### config.mk
export PLATFORM = sky130hd
export DESIGN_NAME = software_timer_list
export DESIGN_NICKNAME = d
export VERILOG_FILES = /design/src/design/swtl_pkg.sv /design/src/design/software_timer_list.sv /design/src/design/swtl_out_stage.sv
export VERILOG_INCLUDE_DIRS = /design/src /design/src/design
export SDC_FILE = /design/constraint.sdc
export NUM_CORES = 2
export LEC_CHECK = 0
export BUFFER_PORTS_ARGS = -buffer_cell sky130_fd_sc_hd__buf_4
export CORE_MARGIN = 2
export CORE_UTILIZATION = 60
export CTS_CLUSTER_DIAMETER = 200
export DETAILED_ROUTE_END_ITERATION = 6
export GPL_TIMING_DRIVEN = 0
export PLACE_DENSITY = 0.73
export SYNTH_ARGS = -nofsm -noshare
export SYNTH_HDL_FRONTEND = slang
export SYNTH_HIERARCHICAL = 1
export SYNTH_SLANG_ARGS = --single-unit
### constraint.sdc
create_clock -name clock -period 28.4 [get_ports clock]
set_clock_uncertainty 0.15 [all_clocks]
set_input_delay 2.84 -clock clock [delete_from_list [all_inputs] [get_ports clock]]
set_output_delay 2.84 -clock clock [all_outputs]
set_load 0.005 [all_outputs]
### src/design/assert_macros.svh
// Assertion macros shared by the timer list RTL.
// Depends on a clock named clock and a synchronous reset named reset in scope.
`ifndef ASSERT_MACROS_SVH
`define ASSERT_MACROS_SVH

// Checks a property at every rising edge outside of reset.
`define ASSERT_CLK(label, prop, msg) \
   label: assert property (@(posedge clock) disable iff (reset) (prop)) else $error(msg);

// Checks that a condition never holds outside of reset.
`define ASSERT_NEVER(label, cond, msg) \
   label: assert property (@(posedge clock) disable iff (reset) !(cond)) else $error(msg);

`endif

### src/design/swtl_pkg.sv
// Types and codes for the software timer list.
// Used by the output stage and the top level; depends on nothing.
`default_nettype none

package swtl_pkg;

   localparam int RSP_DATA_W = 40;
   localparam int REQ_DATA_W = 136;

   localparam logic [1:0] OP_CREATE = 2'd0;
   localparam logic [1:0] OP_CANCEL = 2'd1;
   localparam logic [1:0] OP_TICK   = 2'd2;

   localparam logic [1:0] STATUS_OK   = 2'd0;
   localparam logic [1:0] STATUS_FULL = 2'd1;
   localparam logic [1:0] STATUS_NONE = 2'd2;

   typedef struct packed {
      logic [31:0] id;
      logic [31:0] interval;
      logic [63:0] start;
      logic        one_shot;
   } entry_type;

   typedef struct packed {
      logic [31:0] timer_id;
      logic        fired;
      logic [1:0]  status;
      logic        last;
   } result_type;

   typedef struct packed {
      logic       valid;
      result_type result;
   } push_type;

endpackage

`default_nettype wire

### src/design/software_timer_list.sv
// Top level of the software timer list: entry memory, scan sequencer and counters.
// Depends on swtl_pkg, swtl_out_stage and assert_macros.svh.
//
//   channel   direction   payload
//   req_*     in          tuser: operation; tdata: now_time, interval, one_shot, target_id
//   rsp_*     out         tdata: timer_id, fired, status; tlast: last
//
// Create passes its result word through the final register into the output register once it is free.
// Cancel and tick walk the entry memory through its one read port, one entry per cycle
// while the walk is not stalled.
// A tick stalls its walk while a fired word waits for an occupied output register.
// Reset is synchronous; it empties the list and sets the next id to one.
`default_nettype none
`include "assert_macros.svh"

module software_timer_list
   import swtl_pkg::*;
#(
   parameter int SLOTS = 16
)
(
   input  wire logic                  clock,
   input  wire logic                  reset,
   input  wire logic                  req_tvalid,
   output logic                       req_tready,
   // now_time [63:0], interval [95:64], one_shot [96], target_id [128:97], zero fill
   input  wire logic [REQ_DATA_W-1:0] req_tdata,
   // operation [1:0]
   input  wire logic [1:0]            req_tuser,
   output logic                       rsp_tvalid,
   input  wire logic                  rsp_tready,
   // timer_id [31:0], fired [32], status [34:33], zero fill [39:35]
   output logic [RSP_DATA_W-1:0]      rsp_tdata,
   output logic                       rsp_tlast
);

   localparam int AW = (SLOTS > 1) ? $clog2(SLOTS) : 1;
   localparam int CW = $clog2(SLOTS + 1);

   localparam logic [1:0] S_IDLE   = 2'd0;
   localparam logic [1:0] S_SCAN   = 2'd1;
   localparam logic [1:0] S_FINISH = 2'd2;

   entry_type entry_mem [SLOTS];
   entry_type rd_data_ff;

   logic [1:0]    state_ff, state_in;
   logic [CW-1:0] count_ff, count_in;
   logic [31:0]   next_id_ff, next_id_in;
   logic [CW-1:0] rd_ptr_ff, rd_ptr_in;
   logic [CW-1:0] wr_ptr_ff, wr_ptr_in;
   logic          proc_valid_ff, proc_valid_in;
   logic          found_ff, found_in;
   logic          hold_valid_ff, hold_valid_in;
   logic [31:0]   hold_id_ff, hold_id_in;
   logic [1:0]    op_ff, op_in;
   logic [63:0]   now_ff, now_in;
   logic [31:0]   target_ff, target_in;
   result_type    final_ff, final_in;

   logic          req_accept;
   logic          mem_we;
   logic          mem_re;
   logic [AW-1:0] mem_waddr;
   entry_type     mem_wdata;
   logic          issue;
   logic          hit;
   logic          expired;
   logic          stall;
   logic [64:0]   due_time;
   logic          out_free;
   push_type      push;
   entry_type     kept;

   assign req_tready = (state_ff == S_IDLE);
   assign req_accept = req_tvalid && req_tready;

   // Expiry is start + interval <= now at full width, so a late start never fires.
   assign due_time = {1'b0, rd_data_ff.start} + {33'b0, rd_data_ff.interval};
   assign issue    = (rd_ptr_ff < count_ff);
   assign hit      = proc_valid_ff && (op_ff == OP_CANCEL) && !found_ff
                     && (rd_data_ff.id == target_ff);
   assign expired  = proc_valid_ff && (op_ff == OP_TICK) && (due_time <= {1'b0, now_ff});
   assign stall    = expired && hold_valid_ff && !out_free;

   always_comb begin
      kept = rd_data_ff;
      if (expired) begin
         kept.start = now_ff;
      end
   end

   always_comb begin
      state_in      = state_ff;
      count_in      = count_ff;
      next_id_in    = next_id_ff;
      rd_ptr_in     = rd_ptr_ff;
      wr_ptr_in     = wr_ptr_ff;
      proc_valid_in = proc_valid_ff;
      found_in      = found_ff;
      hold_valid_in = hold_valid_ff;
      hold_id_in    = hold_id_ff;
      op_in         = op_ff;
      now_in        = now_ff;
      target_in     = target_ff;
      final_in      = final_ff;
      mem_we        = 1'b0;
      mem_re        = 1'b0;
      mem_waddr     = '0;
      mem_wdata     = '0;
      push          = '0;

      unique case (state_ff)
         S_IDLE: begin
            if (req_accept) begin
               op_in         = req_tuser;
               now_in        = req_tdata[63:0];
               target_in     = req_tdata[128:97];
               rd_ptr_in     = '0;
               wr_ptr_in     = '0;
               proc_valid_in = 1'b0;
               found_in      = 1'b0;
               hold_valid_in = 1'b0;
               if (req_tuser == OP_CREATE) begin
                  if (count_ff < CW'(SLOTS)) begin
                     mem_we     = 1'b1;
                     mem_waddr  = count_ff[AW-1:0];
                     mem_wdata  = '{id: next_id_ff, interval: req_tdata[95:64],
                                    start: req_tdata[63:0], one_shot: req_tdata[96]};
                     count_in   = count_ff + 1'b1;
                     next_id_in = next_id_ff + 32'd1;
                     final_in   = '{timer_id: next_id_ff, fired: 1'b0,
                                    status: STATUS_OK, last: 1'b1};
                  end else begin
                     final_in   = '{timer_id: 32'd0, fired: 1'b0,
                                    status: STATUS_FULL, last: 1'b1};
                  end
                  state_in = S_FINISH;
               end else if (req_tuser == OP_CANCEL || req_tuser == OP_TICK) begin
                  state_in = S_SCAN;
               end
            end
         end
         S_SCAN: begin
            if (!stall) begin
               if (proc_valid_ff) begin
                  // Survivors are packed down to the write pointer, which never
                  // passes the read pointer, so no unread entry is overwritten.
                  if (hit) begin
                     found_in = 1'b1;
                  end else if (!(expired && rd_data_ff.one_shot)) begin
                     mem_we    = 1'b1;
                     mem_waddr = wr_ptr_ff[AW-1:0];
                     mem_wdata = kept;
                     wr_ptr_in = wr_ptr_ff + 1'b1;
                  end
                  if (expired) begin
                     // The newest fired id is held back until we know whether it is last.
                     if (hold_valid_ff) begin
                        push.valid  = 1'b1;
                        push.result = '{timer_id: hold_id_ff, fired: 1'b1,
                                        status: STATUS_OK, last: 1'b0};
                     end
                     hold_valid_in = 1'b1;
                     hold_id_in    = rd_data_ff.id;
                  end
               end
               proc_valid_in = issue;
               if (issue) begin
                  mem_re    = 1'b1;
                  rd_ptr_in = rd_ptr_ff + 1'b1;
               end
               if (!proc_valid_ff && !issue) begin
                  count_in = wr_ptr_ff;
                  if (op_ff == OP_CANCEL) begin
                     final_in = '{timer_id: target_ff, fired: 1'b0,
                                  status: found_ff ? STATUS_OK : STATUS_NONE, last: 1'b1};
                  end else if (hold_valid_ff) begin
                     final_in = '{timer_id: hold_id_ff, fired: 1'b1,
                                  status: STATUS_OK, last: 1'b1};
                  end else begin
                     final_in = '{timer_id: 32'd0, fired: 1'b0,
                                  status: STATUS_OK, last: 1'b1};
                  end
                  state_in = S_FINISH;
               end
            end
         end
         S_FINISH: begin
            if (out_free) begin
               push.valid  = 1'b1;
               push.result = final_ff;
               state_in    = S_IDLE;
            end
         end
         default: begin
            state_in = S_IDLE;
         end
      endcase
   end

   always_ff @(posedge clock) begin
      if (reset) begin
         state_ff      <= S_IDLE;
         count_ff      <= '0;
         next_id_ff    <= 32'd1;
         rd_ptr_ff     <= '0;
         wr_ptr_ff     <= '0;
         proc_valid_ff <= 1'b0;
         found_ff      <= 1'b0;
         hold_valid_ff <= 1'b0;
      end else begin
         state_ff      <= state_in;
         count_ff      <= count_in;
         next_id_ff    <= next_id_in;
         rd_ptr_ff     <= rd_ptr_in;
         wr_ptr_ff     <= wr_ptr_in;
         proc_valid_ff <= proc_valid_in;
         found_ff      <= found_in;
         hold_valid_ff <= hold_valid_in;
      end
   end

   always_ff @(posedge clock) begin
      hold_id_ff <= hold_id_in;
      op_ff      <= op_in;
      now_ff     <= now_in;
      target_ff  <= target_in;
      final_ff   <= final_in;
   end

   always_ff @(posedge clock) begin
      if (mem_we) begin
         entry_mem[mem_waddr] <= mem_wdata;
      end
      if (mem_re) begin
         rd_data_ff <= entry_mem[rd_ptr_ff[AW-1:0]];
      end
   end

   swtl_out_stage u_out_stage (
      .clock      (clock),
      .reset      (reset),
      .push       (push),
      .out_free   (out_free),
      .rsp_tvalid (rsp_tvalid),
      .rsp_tready (rsp_tready),
      .rsp_tdata  (rsp_tdata),
      .rsp_tlast  (rsp_tlast)
   );

   `ASSERT_CLK(a_count_range, count_ff <= CW'(SLOTS), "entry count beyond capacity")
   `ASSERT_CLK(a_pack_order, (state_ff == S_SCAN) |-> (wr_ptr_ff <= rd_ptr_ff), "write passed read")
   `ASSERT_CLK(a_scan_op, (state_ff == S_SCAN) |-> (op_ff == OP_CANCEL || op_ff == OP_TICK), "bad scan op")
   `ASSERT_CLK(a_id_step, (req_accept && req_tuser == OP_CREATE && count_ff < CW'(SLOTS)) |=> (next_id_ff == $past(next_id_ff) + 32'd1), "id not advanced")

endmodule

`default_nettype wire

### src/design/swtl_out_stage.sv
// Output register of the timer list: holds one result word until it is taken.
// Depends on swtl_pkg and assert_macros.svh.
`default_nettype none
`include "assert_macros.svh"

module swtl_out_stage
   import swtl_pkg::*;
(
   input  wire logic                  clock,
   input  wire logic                  reset,
   input  wire push_type              push,
   output logic                       out_free,
   output logic                       rsp_tvalid,
   input  wire logic                  rsp_tready,
   // timer_id [31:0], fired [32], status [34:33], zero fill [39:35]
   output logic [RSP_DATA_W-1:0]      rsp_tdata,
   output logic                       rsp_tlast
);

   logic       valid_ff;
   logic       valid_in;
   result_type result_ff;

   assign out_free = !valid_ff || rsp_tready;

   always_comb begin
      valid_in = valid_ff;
      if (push.valid) begin
         valid_in = 1'b1;
      end else if (rsp_tready) begin
         valid_in = 1'b0;
      end
   end

   always_ff @(posedge clock) begin
      if (reset) begin
         valid_ff <= 1'b0;
      end else begin
         valid_ff <= valid_in;
      end
   end

   always_ff @(posedge clock) begin
      if (push.valid) begin
         result_ff <= push.result;
      end
   end

   assign rsp_tvalid = valid_ff;
   assign rsp_tdata  = {{(RSP_DATA_W - 35){1'b0}}, result_ff.status, result_ff.fired,
                        result_ff.timer_id};
   assign rsp_tlast  = result_ff.last;

   // A new word may only land when the register is empty or being drained.
   `ASSERT_NEVER(a_push_overrun, push.valid && valid_ff && !rsp_tready, "push into full stage")

endmodule

`default_nettype wire
==> flow_metrics.env <==
export IMPL_initial_utilization=0.606
export IMPL_yosys_cell_types_count=74
export IMPL_timing_critical_path_max_delay_family="simple AND/OR/NAND/NOR gates"
export IMPL_worstHoldPathType="register to register"
export IMPL_drv_slew=11
export IMPL_netlist_area_sq_um=97500
export IMPL_critical_path_startpoint_type="register"
export IMPL_crit_buf_inv=8
export IMPL_worst_slew_pin_transition_ps=1610
export IMPL_holdBufCountCts=0
export IMPL_grt_most_used_layer="met2"
export IMPL_path_class="register to register"
export IMPL_grt_pass1_wl_mm=370
export IMPL_sequential_share_of_the_synthesized_area=0.748
export IMPL_grt_antenna_before_repair=10
export IMPL_failed_checks="DRC, capacitance limit, slew limit"
export IMPL_postSynthAreaPerCell_sq_um=20.8
export IMPL_root_buffer="clkbuf_16"
export IMPL_tritoncts="built"
export IMPL_path_common_cell="buf_6"
export IMPL_total_leakage_power_nw=35.4
export IMPL_post_cts_setup_buffers=0
export IMPL_io_pin_count=185
export IMPL_power_density_nw_per_um2=72.9
export IMPL_routedWlPerCell_um=34.5
export IMPL_gr_usage_all_layers=0.322
export IMPL_final_min_period_over_clock_period=0.378
export IMPL_worst_setup_hold_path_clk_slew_ps=60
export IMPL_vdd_ir_drop_max_v=0.0000680
export IMPL_fmaxAchievable_ghz=0.0932
export IMPL_cp_data_arrival_time_ps=11140
export IMPL_h_tree_depth=4
export IMPL_die_height_um=407
export IMPL_vias=51900
export IMPL_muxShareOfSynthArea=0.154
export IMPL_grt_start_max_net_pins=66
export IMPL_dieWidth_um=407
export IMPL_setup_viol=0
export IMPL_routabilityCongestion=0.900
export IMPL_switchingPower_mw=1.98
export IMPL_layout_nets=5492
export IMPL_most_common_layout_cells="edfxtp_1 (2394), mux4_2 (632), clkbuf_16 (230)"
export IMPL_grt_met3_usage=0.0716
export IMPL_ys_warnings_count=6
export IMPL_synth_xor_area_share=0.0111
export IMPL_status="complete, but fails checks"
export IMPL_max_cap_viol_count=1
export IMPL_grt_util_met2=0.500
export IMPL_number_of_cells_produced_by_synthesis=4693
export IMPL_switch_share=0.244
export IMPL_end_kind="register"
export IMPL_layout_cells_most_common="edfxtp_1"
export IMPL_yosys_most_used_dff="edfxtp_1"
export IMPL_power_internal_mw=6.12
export IMPL_final_hold_violation_count=0
export IMPL_setup_repair_after_global_routing_missed_its_margin="no"
export IMPL_vias_in_the_first_global_route=50900
export IMPL_slowest_delay_ps=930
export IMPL_drt_iter0_markers=7906
export IMPL_core_area_sq_um=161000
export IMPL_flow_area_growth_from_synthesis_pct=14.0
export IMPL_globalRouteMet1Util=0.449
export IMPL_post_drt_via_cell_ratio=6.84
export IMPL_post_synth_and_or_nand_nor_area_fraction=0.0248
export IMPL_cts_sinks=2447
export IMPL_p_clk_frac=0.368
export IMPL_max_slew_margin_rel=-0.0740
export IMPL_ys_async_rst_share=0
export IMPL_insertion_delay_ps=890
export IMPL_remaining_antenna_violation_count=0
export IMPL_grt_overflow_total=0
export IMPL_period_needed_ps=10730
export IMPL_number_of_enable_type_register_cells_in_the_synthesized_netlist=2394
export IMPL_drt_drc_violations_left=1
export IMPL_place_port_buffers=172
export IMPL_routed_wire_length_mm=262
export IMPL_yosys_area_share_adder=0.0141
export IMPL_die_area_sq_um=166000
export IMPL_total_power_mw=8.10
export IMPL_pwr_share_seq=0.524
export IMPL_rows=147
export IMPL_clock_tree_buffer_depth=3
export IMPL_worst_ep_required_time_ps=28810
export IMPL_finish_utilization=0.690
export IMPL_highest_net_fanout_along_the_worst_path=10
export IMPL_cp_slowest_cell="nor4b_1"
export IMPL_dp_final_hpwl_mm=163
export IMPL_synth_seq_cells=2447
export IMPL_cts_buffers_inserted=230
export IMPL_synth_compound_gate_area_share=0.0322
export IMPL_drt_pass1_iter_count=7
export IMPL_combPwrFrac=0.108
export IMPL_combinational_family_with_the_most_area_after_synthesis="multiplexers"
export IMPL_number_of_resized_instances_in_the_post_cts_repair_step=0
export IMPL_final_layout_size_suffix_gt1_frac=0.243
-- through the flow --
| stage | setup slack, ps | TNS, ps | hold slack [ps] | area [sq um] | instances |
|---|---|---|---|---|---|
| finish | 17670 | 0 | 352 | 111000 | 7595 |
| global route | 17530 | 0 | 367 | 111000 | 7592 |
| CTS | 18060 | 0 | 342 | 111000 | 7591 |
| detailed placement | 18250 | 0 | 329 | 104000 | 7168 |
| global placement | -5180 | -2460050 | 312 | 101000 | 7029 |
| floorplan | 11910 | 0 | 299 | 97500 | 4697 |
-- cells in the mapped netlist (11+ instances only) --
| library cell | instances | area share |
|---|---|---|
| a222oi_1 | 32 | 0.0033 |
| nor2b_1 | 20 | 0.0013 |
| nand3_1 | 47 | 0.0024 |
| xnor2_1 | 91 | 0.0082 |
| dfxtp_1 | 53 | 0.011 |
| and3_1 | 31 | 0.0020 |
| nor3_1 | 31 | 0.0016 |
| a21oi_1 | 93 | 0.0048 |
| and2_1 | 19 | 0.0012 |
| inv_1 | 132 | 0.0051 |
| a211oi_1 | 27 | 0.0021 |
| nand4_1 | 46 | 0.0030 |
| buf_2 | 11 | 0.00056 |
| clkbuf_1 | 145 | 0.0056 |
| nand2b_1 | 12 | 0.00077 |
| mux2i_1 | 80 | 0.0082 |
| mux4_2 | 632 | 0.15 |
| o21ai_0 | 105 | 0.0054 |
| a21o_1 | 21 | 0.0016 |
| xor2_1 | 32 | 0.0029 |
| edfxtp_1 | 2394 | 0.74 |
| a22o_1 | 97 | 0.0087 |
| nor2_1 | 77 | 0.0030 |
| ha_1 | 108 | 0.014 |
| nand2_1 | 147 | 0.0057 |
| buf_1 | 67 | 0.0026 |
-- cells by family after synthesis --
family,after synthesis
multiplexers,713
adder cells (fa/ha/maj),109
buffers and inverters,369
AO/OA/AOI/OAI,452
XOR/XNOR,123
other,1
flip-flops,2447
AND/OR/NAND/NOR,479
-- cell type report --
cell class / count / area, sq um
Sequential cell: 2447 / 73000
Fill cell: 9666 / 49800
Multi-Input combinational cell: 1881 / 23200
Clock buffer: 282 / 5970
Timing Repair Buffer: 312 / 3510
Tap cell: 2160 / 2700
Clock inverter: 141 / 1310
Buffer: 237 / 980
Inverter: 132 / 500
Antenna cell: 3 / 7.51
-- worst register-to-register path: cells and delay by family (launching register included) --
kind	cells	cell delay, ps
AND/OR/NAND/NOR	9	3910
XOR/XNOR	1	100
adder cells (fa/ha/maj)	2	690
AO/OA/AOI/OAI	8	2950
buffers and inverters	8	2090
flip-flops	1	550
-- worst paths after layout --
path	from	endpoint	slack (ps)	depth (start not counted)
setup reg to reg	kept[66]	entry_mem[0][50]	17670	28
setup / recovery	kept[66]	entry_mem[0][50]	17670	28
hold / removal	rd_ptr_ff[4]	rd_ptr_ff[4]	350	2
hold reg to reg	rd_ptr_ff[4]	rd_ptr_ff[4]	350	2
-- layer usage --
layer	routed length (um)	share of wire	vias up
met5	30	0.00011	-
met3	30700	0.12	574
met4	12100	0.046	6
met1	94700	0.36	27100
li1	-	-	20700
met2	124000	0.47	3549
-- power by group through the flow --
stage,registers (mW),logic (mW),clock network [mW]
global route,4.25,0.934,3.14
floorplan,4.29,0.539,0
finish,4.25,0.872,2.98
detailed placement,4.32,0.852,0
global placement,4.37,0.793,0
CTS,4.25,0.861,3.00
-- sequential cells by signal, summed over array words and instances (netlist names), 32 cells and up --
name                   flops
kept                      65
entry_mem               2064
next_id_ff                32
now_ff                    64
u_out_stage/rsp_tdata     35
rd_data_ff                64
hold_id_ff                32
target_ff                 32
final_ff                  35
No activity file was read; power rests on OpenSTA's default activity.
